### config.mk
export PLATFORM = sky130hd
export DESIGN_NAME = touch_sample_average_scale
export DESIGN_NICKNAME = d
export VERILOG_FILES = /design/src/design/tsas_pkg.sv /design/src/design/touch_sample_average_scale.sv
export SDC_FILE = /design/constraint.sdc
export NUM_CORES = 1
export LEC_CHECK = 0
export ABC_AREA = 1
export BUFFER_PORTS_ARGS = -buffer_cell sky130_fd_sc_hd__buf_2
export CAP_MARGIN = 20
export CORE_MARGIN = 2
export CORE_UTILIZATION = 55
export DETAILED_ROUTE_END_ITERATION = 10
export GPL_TIMING_DRIVEN = 0
export PLACE_DENSITY_LB_ADDON = 0.25
export SETUP_SLACK_MARGIN = 0.5
export SLEW_MARGIN = 40
export SYNTH_ARGS = -nofsm -noshare
export SYNTH_HDL_FRONTEND = slang
export SYNTH_SLANG_ARGS = --single-unit
### constraint.sdc
create_clock -name i_clk -period 4.4 [get_ports i_clk]
set_input_delay 0.88 -clock i_clk [delete_from_list [all_inputs] [get_ports i_clk]]
set_output_delay 0.88 -clock i_clk [all_outputs]
set_load 0.05 [all_outputs]
### src/design/tsas_pkg.sv
// Package of types, constants and reset values for the touch sample averaging and scaling block.
package tsas_pkg;

    localparam int CH_W       = 2;
    localparam int BYTE_W     = 8;
    localparam int VAL_W      = 12;
    localparam int SUM_W      = 16;
    localparam int COUNT_W    = 5;
    localparam int CFG_IDX_W  = 3;
    localparam int CFG_NUM    = 8;
    localparam int WRK_W      = 2 * VAL_W;
    localparam int STEP_W     = 5;

    localparam int SAMPLES_DEF = 8;

    localparam logic [STEP_W-1:0] AVG_STEPS = STEP_W'(SUM_W);
    localparam logic [STEP_W-1:0] MUL_STEPS = STEP_W'(VAL_W);
    localparam logic [STEP_W-1:0] DIV_STEPS = STEP_W'(WRK_W);

    localparam logic [CH_W-1:0] CH_X  = 2'd0;
    localparam logic [CH_W-1:0] CH_Y  = 2'd1;
    localparam logic [CH_W-1:0] CH_Z1 = 2'd2;
    localparam logic [CH_W-1:0] CH_Z2 = 2'd3;

    localparam logic [CFG_IDX_W-1:0] CFG_X_LOW_EDGE   = 3'd0;
    localparam logic [CFG_IDX_W-1:0] CFG_X_HIGH_EDGE  = 3'd1;
    localparam logic [CFG_IDX_W-1:0] CFG_Y_LOW_EDGE   = 3'd2;
    localparam logic [CFG_IDX_W-1:0] CFG_Y_HIGH_EDGE  = 3'd3;
    localparam logic [CFG_IDX_W-1:0] CFG_X_SCREEN_MIN = 3'd4;
    localparam logic [CFG_IDX_W-1:0] CFG_X_SCREEN_MAX = 3'd5;
    localparam logic [CFG_IDX_W-1:0] CFG_Y_SCREEN_MIN = 3'd6;
    localparam logic [CFG_IDX_W-1:0] CFG_Y_SCREEN_MAX = 3'd7;

    localparam logic [VAL_W-1:0] RST_X_LOW_EDGE   = 12'd200;
    localparam logic [VAL_W-1:0] RST_X_HIGH_EDGE  = 12'd3900;
    localparam logic [VAL_W-1:0] RST_Y_LOW_EDGE   = 12'd200;
    localparam logic [VAL_W-1:0] RST_Y_HIGH_EDGE  = 12'd3900;
    localparam logic [VAL_W-1:0] RST_X_SCREEN_MIN = 12'd0;
    localparam logic [VAL_W-1:0] RST_X_SCREEN_MAX = 12'd319;
    localparam logic [VAL_W-1:0] RST_Y_SCREEN_MIN = 12'd0;
    localparam logic [VAL_W-1:0] RST_Y_SCREEN_MAX = 12'd239;

    typedef enum logic [2:0] {
        ST_IDLE,
        ST_AVG,
        ST_MAP,
        ST_MUL,
        ST_DIV,
        ST_OUT
    } t_state;

endpackage

### src/design/touch_sample_average_scale.sv
// Top level of the touch sample averaging and scaling block with its bit-serial datapath.
//
//  channel | handshake                 | payload
//  --------+---------------------------+----------------------------------------
//  input   | i_in_valid / o_in_ready   | i_channel, i_high_byte, i_low_byte
//  output  | o_out_valid / i_out_ready | o_result_channel, o_value
//  config  | i_cfg_valid / o_cfg_ready | i_cfg_index, i_cfg_value
//
// A request that does not complete a run is added to the sum and leaves the block ready.
// A request that completes a run starts the average; Z1, Z2 and clamped X or Y then go to
// the output, X or Y inside the edges are scaled first: one shared shift register does the
// average division (16 steps), the scale multiply (12 steps) and the divide (24 steps).
// Synchronous active-low reset clears the run and loads the default calibration.
// A result waits in the output register; a stalled output holds the block in its last state.
module touch_sample_average_scale #(
    parameter int SAMPLES_PER_READING = tsas_pkg::SAMPLES_DEF
) (
    input  logic                             i_clk,
    input  logic                             i_rst_n,
    input  logic                             i_in_valid,
    output logic                             o_in_ready,
    input  logic [tsas_pkg::CH_W-1:0]        i_channel,
    input  logic [tsas_pkg::BYTE_W-1:0]      i_high_byte,
    input  logic [tsas_pkg::BYTE_W-1:0]      i_low_byte,
    output logic                             o_out_valid,
    input  logic                             i_out_ready,
    output logic [tsas_pkg::CH_W-1:0]        o_result_channel,
    output logic [tsas_pkg::VAL_W-1:0]       o_value,
    input  logic                             i_cfg_valid,
    output logic                             o_cfg_ready,
    input  logic [tsas_pkg::CFG_IDX_W-1:0]   i_cfg_index,
    input  logic [tsas_pkg::VAL_W-1:0]       i_cfg_value
);
    import tsas_pkg::*;

    t_state r_state, n_state;

    logic [VAL_W-1:0]   r_cfg [CFG_NUM];
    logic [SUM_W-1:0]   r_sum, n_sum;
    logic [COUNT_W-1:0] r_count, n_count;
    logic [CH_W-1:0]    r_run_ch, n_run_ch;
    logic [WRK_W-1:0]   r_wrk, n_wrk;
    logic [VAL_W-1:0]   r_rem, n_rem;
    logic [VAL_W-1:0]   r_opd, n_opd;
    logic [STEP_W-1:0]  r_cnt, n_cnt;
    logic [VAL_W-1:0]   r_val, n_val;
    logic               r_o_valid, n_o_valid;
    logic [CH_W-1:0]    r_o_ch, n_o_ch;
    logic [VAL_W-1:0]   r_o_value, n_o_value;

    logic               w_in_acc;
    logic [VAL_W-1:0]   w_sample;
    logic               w_same;
    logic [SUM_W-1:0]   w_sum_acc;
    logic [COUNT_W-1:0] w_cnt_acc;
    logic               w_full;
    logic               w_is_y;
    logic               w_is_z;
    logic [VAL_W-1:0]   w_lo;
    logic [VAL_W-1:0]   w_hi;
    logic [VAL_W-1:0]   w_factor;
    logic               w_at_hi;
    logic               w_at_lo;
    logic [VAL_W-1:0]   w_clamp;
    logic [VAL_W:0]     w_shift;
    logic [VAL_W+1:0]   w_diff;
    logic               w_ge;
    logic [VAL_W:0]     w_madd;
    logic               w_out_free;

    assign o_in_ready       = (r_state == ST_IDLE);
    assign o_cfg_ready      = 1'b1;
    assign o_out_valid      = r_o_valid;
    assign o_result_channel = r_o_ch;
    assign o_value          = r_o_value;

    assign w_in_acc   = i_in_valid && o_in_ready;
    assign w_sample   = {i_high_byte, i_low_byte[BYTE_W-1:BYTE_W-4]};
    assign w_same     = (i_channel == r_run_ch);
    assign w_sum_acc  = w_same ? (r_sum + SUM_W'(w_sample)) : SUM_W'(w_sample);
    assign w_cnt_acc  = w_same ? (r_count + COUNT_W'(1)) : COUNT_W'(1);
    assign w_full     = (w_cnt_acc == COUNT_W'(SAMPLES_PER_READING));
    assign w_out_free = !r_o_valid || i_out_ready;

    assign w_is_y   = (r_run_ch == CH_Y);
    assign w_is_z   = (r_run_ch == CH_Z1) || (r_run_ch == CH_Z2);
    assign w_lo     = w_is_y ? r_cfg[CFG_Y_LOW_EDGE] : r_cfg[CFG_X_LOW_EDGE];
    assign w_hi     = w_is_y ? r_cfg[CFG_Y_HIGH_EDGE] : r_cfg[CFG_X_HIGH_EDGE];
    assign w_factor = w_is_y ? r_cfg[CFG_Y_SCREEN_MAX] : r_cfg[CFG_X_SCREEN_MAX];
    assign w_at_hi  = (r_val >= w_hi);
    assign w_at_lo  = (r_val <= w_lo);

    always_comb begin
        if (w_is_y) begin
            w_clamp = w_at_hi ? r_cfg[CFG_Y_SCREEN_MIN] : r_cfg[CFG_Y_SCREEN_MAX];
        end else begin
            w_clamp = w_at_hi ? r_cfg[CFG_X_SCREEN_MAX] : r_cfg[CFG_X_SCREEN_MIN];
        end
    end

    // One restoring-divide step and one shift-add multiply step on the shared register.
    assign w_shift = {r_rem, r_wrk[WRK_W-1]};
    assign w_diff  = {1'b0, w_shift} - {2'b00, r_opd};
    assign w_ge    = !w_diff[VAL_W+1];
    assign w_madd  = {1'b0, r_wrk[WRK_W-1:VAL_W]} + (r_wrk[0] ? {1'b0, r_opd} : {(VAL_W+1){1'b0}});

    always_comb begin
        n_state = r_state;
        unique case (r_state)
            ST_IDLE: begin
                if (w_in_acc && w_full) begin
                    n_state = ST_AVG;
                end
            end
            ST_AVG: begin
                if (r_cnt == '0) begin
                    n_state = ST_MAP;
                end
            end
            ST_MAP: begin
                if (w_is_z || w_at_hi || w_at_lo) begin
                    n_state = ST_OUT;
                end else begin
                    n_state = ST_MUL;
                end
            end
            ST_MUL: begin
                if (r_cnt == '0) begin
                    n_state = ST_DIV;
                end
            end
            ST_DIV: begin
                if (r_cnt == '0) begin
                    n_state = ST_OUT;
                end
            end
            ST_OUT: begin
                if (w_out_free) begin
                    n_state = ST_IDLE;
                end
            end
            default: begin
                n_state = ST_IDLE;
            end
        endcase
    end

    always_comb begin
        n_sum     = r_sum;
        n_count   = r_count;
        n_run_ch  = r_run_ch;
        n_wrk     = r_wrk;
        n_rem     = r_rem;
        n_opd     = r_opd;
        n_cnt     = r_cnt;
        n_val     = r_val;
        n_o_valid = r_o_valid && !i_out_ready;
        n_o_ch    = r_o_ch;
        n_o_value = r_o_value;
        unique case (r_state)
            ST_IDLE: begin
                if (w_in_acc) begin
                    n_run_ch = i_channel;
                    if (w_full) begin
                        n_sum   = '0;
                        n_count = '0;
                        n_wrk   = {w_sum_acc, {(WRK_W-SUM_W){1'b0}}};
                        n_rem   = '0;
                        n_opd   = VAL_W'(SAMPLES_PER_READING);
                        n_cnt   = AVG_STEPS;
                    end else begin
                        n_sum   = w_sum_acc;
                        n_count = w_cnt_acc;
                    end
                end
            end
            ST_AVG, ST_DIV: begin
                if (r_cnt == '0) begin
                    if (r_state == ST_AVG) begin
                        n_val = r_wrk[VAL_W-1:0];
                    end else if (w_is_y) begin
                        n_val = r_cfg[CFG_Y_SCREEN_MAX] - r_wrk[VAL_W-1:0];
                    end else begin
                        n_val = r_wrk[VAL_W-1:0];
                    end
                end else begin
                    n_wrk = {r_wrk[WRK_W-2:0], w_ge};
                    n_rem = w_ge ? w_diff[VAL_W-1:0] : w_shift[VAL_W-1:0];
                    n_cnt = r_cnt - STEP_W'(1);
                end
            end
            ST_MAP: begin
                if (w_at_hi || w_at_lo) begin
                    if (!w_is_z) begin
                        n_val = w_clamp;
                    end
                end
                n_wrk = {{VAL_W{1'b0}}, r_val - w_lo};
                n_rem = w_hi - w_lo;
                n_opd = w_factor;
                n_cnt = MUL_STEPS;
            end
            ST_MUL: begin
                if (r_cnt == '0) begin
                    n_opd = r_rem;
                    n_rem = '0;
                    n_cnt = DIV_STEPS;
                end else begin
                    n_wrk = {w_madd, r_wrk[VAL_W-1:1]};
                    n_cnt = r_cnt - STEP_W'(1);
                end
            end
            ST_OUT: begin
                if (w_out_free) begin
                    n_o_valid = 1'b1;
                    n_o_ch    = r_run_ch;
                    n_o_value = r_val;
                end
            end
            default: begin
                n_cnt = '0;
            end
        endcase
    end

    always_ff @(posedge i_clk) begin
        if (!i_rst_n) begin
            r_state                 <= ST_IDLE;
            r_sum                   <= '0;
            r_count                 <= '0;
            r_run_ch                <= CH_X;
            r_cnt                   <= '0;
            r_o_valid               <= 1'b0;
            r_cfg[CFG_X_LOW_EDGE]   <= RST_X_LOW_EDGE;
            r_cfg[CFG_X_HIGH_EDGE]  <= RST_X_HIGH_EDGE;
            r_cfg[CFG_Y_LOW_EDGE]   <= RST_Y_LOW_EDGE;
            r_cfg[CFG_Y_HIGH_EDGE]  <= RST_Y_HIGH_EDGE;
            r_cfg[CFG_X_SCREEN_MIN] <= RST_X_SCREEN_MIN;
            r_cfg[CFG_X_SCREEN_MAX] <= RST_X_SCREEN_MAX;
            r_cfg[CFG_Y_SCREEN_MIN] <= RST_Y_SCREEN_MIN;
            r_cfg[CFG_Y_SCREEN_MAX] <= RST_Y_SCREEN_MAX;
        end else begin
            r_state   <= n_state;
            r_sum     <= n_sum;
            r_count   <= n_count;
            r_run_ch  <= n_run_ch;
            r_cnt     <= n_cnt;
            r_o_valid <= n_o_valid;
            if (i_cfg_valid && o_cfg_ready) begin
                r_cfg[i_cfg_index] <= i_cfg_value;
            end
        end
    end

    always_ff @(posedge i_clk) begin
        r_wrk     <= n_wrk;
        r_rem     <= n_rem;
        r_opd     <= n_opd;
        r_val     <= n_val;
        r_o_ch    <= n_o_ch;
        r_o_value <= n_o_value;
    end

endmodule

==> impl_metrics.env <==
export IMPL_outcome="complete, no violations"
export IMPL_arrival_ns=3.95
export IMPL_synthFlopType="edfxtp_1"
export IMPL_grt_overflow=0
export IMPL_num_vias=12100
export IMPL_gp_congestion=0.996
export IMPL_yosys_top_cells_area="edfxtp_1 (38%), nand2_1 (11%), ha_1 (6.9%), inv_1 (6.0%), nor2_1 (4.8%)"
export IMPL_track_usage_pct=31.0
export IMPL_pwr_share_comb_pct=53.3
export IMPL_num_rows=57
export IMPL_htree_levels=1
export IMPL_synth_seq_area_share_pct=42.6
export IMPL_hpwl_mm=31.2
export IMPL_whs_ns=0.471
export IMPL_n_fill_cell=2090
export IMPL_antenna_found_initial=1
export IMPL_syn_avg_cell_area_um2=7.95
export IMPL_period_share_pct=84.6
export IMPL_fmaxAchievable_ghz=0.269
export IMPL_netSwitchingPower_uw=5230
export IMPL_fin_crit_ns=3.72
export IMPL_clockBufferDepth=3
export IMPL_syn_area_mm2=0.0135
export IMPL_clk_pin_slew_ns=0.06
export IMPL_start_kind="flip-flop"
export IMPL_grt_pass1_vias=11400
export IMPL_yosys_warnings=0
export IMPL_dieWidth_um=161
export IMPL_clkPwrFrac_pct=18.7
export IMPL_syn2layout_area_growth_pct=11.9
export IMPL_drtPass1Iterations=6
export IMPL_portBuffers=49
export IMPL_cap_viol_max_count=0
export IMPL_drive_above_1_share_pct=11.9
export IMPL_tightest_slew_ns=0.756
export IMPL_rsz0062_at_grt="no"
export IMPL_drc=0
export IMPL_wl_per_cell_um=18.8
export IMPL_final_cell_area_mm2=0.0151
export IMPL_grt_max_degree=16
export IMPL_floorplan_initialDensity_pct=55.9
export IMPL_dpl_cell_area_mm2=0.0142
export IMPL_power_internal_uw=6070
export IMPL_nNetsFinal=1896
export IMPL_cp_max_fo=10
export IMPL_switching_share_pct=46.3
export IMPL_reg2reg_slack_ns=0.68
export IMPL_grt_pass1_wl_mm=62.2
export IMPL_fin_worst_skew_ns=0.0135
export IMPL_syn_inst=1699
export IMPL_drt_iter0_markers=1314
export IMPL_synth_area_leader_cell="edfxtp_1"
export IMPL_maxSlewViolCount=0
export IMPL_max_vdd_ir_drop_mv=0.354
export IMPL_die_area_mm2=0.0258
export IMPL_hp_class="flip-flop to flip-flop"
export IMPL_avgViaCountPerCell=5.73
export IMPL_final_cell_mix="nand2_1 (405), inv_1 (215), edfxtp_1 (170)"
export IMPL_p_per_area_mw_per_mm2=748
export IMPL_core_area_mm2=0.0242
export IMPL_end_kind="flip-flop"
export IMPL_cts_sinks=202
export IMPL_ios=55
export IMPL_die_y_um=161
export IMPL_max_slew_margin_rel_pct=49.6
export IMPL_clk_latency_ns=0.52
export IMPL_layout_commonest_cell="nand2_1"
export IMPL_seqPwrFrac_pct=28.0
export IMPL_root_buffer="clkbuf_16"
export IMPL_p_leak_uw=0.00674
export IMPL_worstSetupPathType="flip-flop to flip-flop"
export IMPL_routed_wl_mm=39.8
export IMPL_syn_nets=1817
export IMPL_numCtsBuffers=23
export IMPL_ys_seq_elements=202
export IMPL_fin_util_pct=62.5
export IMPL_synth_edf_count=170
export IMPL_hold_buffers=0
export IMPL_cts_tree="done"
export IMPL_antenna_left=0
export IMPL_worstPathRequired_ns=4.63
export IMPL_hold_viol=0
export IMPL_synth_cell_type_count=59
export IMPL_antenna_cells=0
export IMPL_synth_top_cell_area_share_pct=37.8
export IMPL_ys_async_sr_fraction_pct=0
export IMPL_finalSetupViolations=0
Yosys cell counts (all sizes together) (5+ instances only):
cell	number
a21oi	98
xor2	23
clkbuf	23
nor2	175
nand3	123
fa	6
edfxtp	170
buf	21
nand4	30
ha	74
nand2	433
o21a	5
clkinv	5
nor3	15
mux2i	6
o211ai	26
o21ai	104
o221ai	8
o21bai	9
xnor2	9
a22oi	5
a32o	5
inv	230
or2	38
dfxtp	32
layer usage:
| metal | global-route usage (%) | routed length, um | vias to the layer above |
|---|---|---|---|
| li1 | - | - | 5861 |
| met3 | 3.33 | 3000 | 72 |
| met5 | 0 | 0 | - |
| met4 | 8.97 | 1190 | 0 |
| met1 | 43.1 | 17000 | 5668 |
| met2 | 51.7 | 18700 | 523 |
area by class of cell:
| class | count | area (um^2) | share of cell area (%) |
|---|---|---|---|
| Clock inverter | 13 | 224 | 1.48 |
| Inverter | 235 | 885 | 5.86 |
| Sequential cell | 202 | 5750 | 38.0 |
| Timing Repair Buffer | 54 | 298 | 1.97 |
| Tap cell | 324 | 405 | 2.68 |
| Clock buffer | 27 | 591 | 3.91 |
| Multi-Input combinational cell | 1218 | 6710 | 44.4 |
| Buffer | 44 | 245 | 1.62 |
flip-flops by register name, indices dropped and copies added (netlist names), 2 cells and up:
signal            flops
r_rem                12
o_value              12
r_state               3
r_count               5
o_result_channel      2
r_run_ch              2
r_cnt                 5
r_val                12
r_wrk                24
r_opd                12
r_sum                16
r_cfg                96
power groups by stage:
stage          Sequential (uW)  Clock, uW  Combinational (uW)
6_report                  3160       2110                6030
5_1_grt                   3200       2210                6710
4_1_cts                   3150       2130                5890
3_5_place_dp              3190          0                5760
3_3_place_gp              3190          0                5610
2_1_floorplan             3030          0                4230
timing repair:
action | CTS | global route
buffers inserted | 2 | 0
setup endpoints to repair | 19 | 24
pin swaps | 1 | 0
gates resized for setup | 8 | 16
hold endpoints to repair | 0 | 0
final timing paths:
check	cells after the start	end	startpoint
hold / removal	2	r_cnt[1]	r_cnt[1]
setup / recovery	16	r_val[10]	r_run_ch[1]
hold reg to reg	2	r_cnt[1]	r_cnt[1]
setup reg to reg	16	r_val[10]	r_run_ch[1]
logic make-up after synthesis:
kind of cell / after synthesis / synth area share, %
XOR/XNOR: 32 / 2.08
AND/OR/NAND/NOR: 820 / 26.5
other: 1 / 0.0278
flip-flops: 202 / 42.6
buffers and inverters: 279 / 8.27
adder cells (fa/ha/maj): 80 / 7.75
multiplexers: 6 / 0.445
AO/OA/AOI/OAI: 279 / 12.3
metrics by stage:
step | TNS [ns] | total power (uW) | setup WS [ns] | std cells
2_1_floorplan | 0 | 7270 | 0.915 | 1699
3_3_place_gp | -3.36 | 8800 | -0.280 | 2072
3_5_place_dp | 0 | 8940 | 0.0600 | 2075
4_1_cts | 0 | 11200 | 0.505 | 2117
5_1_grt | 0 | 12100 | 0.530 | 2117
6_report | 0 | 11300 | 0.678 | 2117
worst max-delay path, stage by stage, from the launching register on:
cell and delay (ns):
dfxtp_2 0.43, inv_4 0.12, nand2_8 0.10, buf_6 0.16
buf_6 0.16, buf_2 0.22, buf_4 0.24, mux2i_1 0.55
ha_1 0.42, a21oi_1 0.24, nand2_1 0.10, nand2_1 0.06
nand3_1 0.07, nand2_1 0.14, nor2_2 0.07, a21oi_4 0.18
buf_12 0.16
No activity file was read; power rests on OpenSTA's default activity.
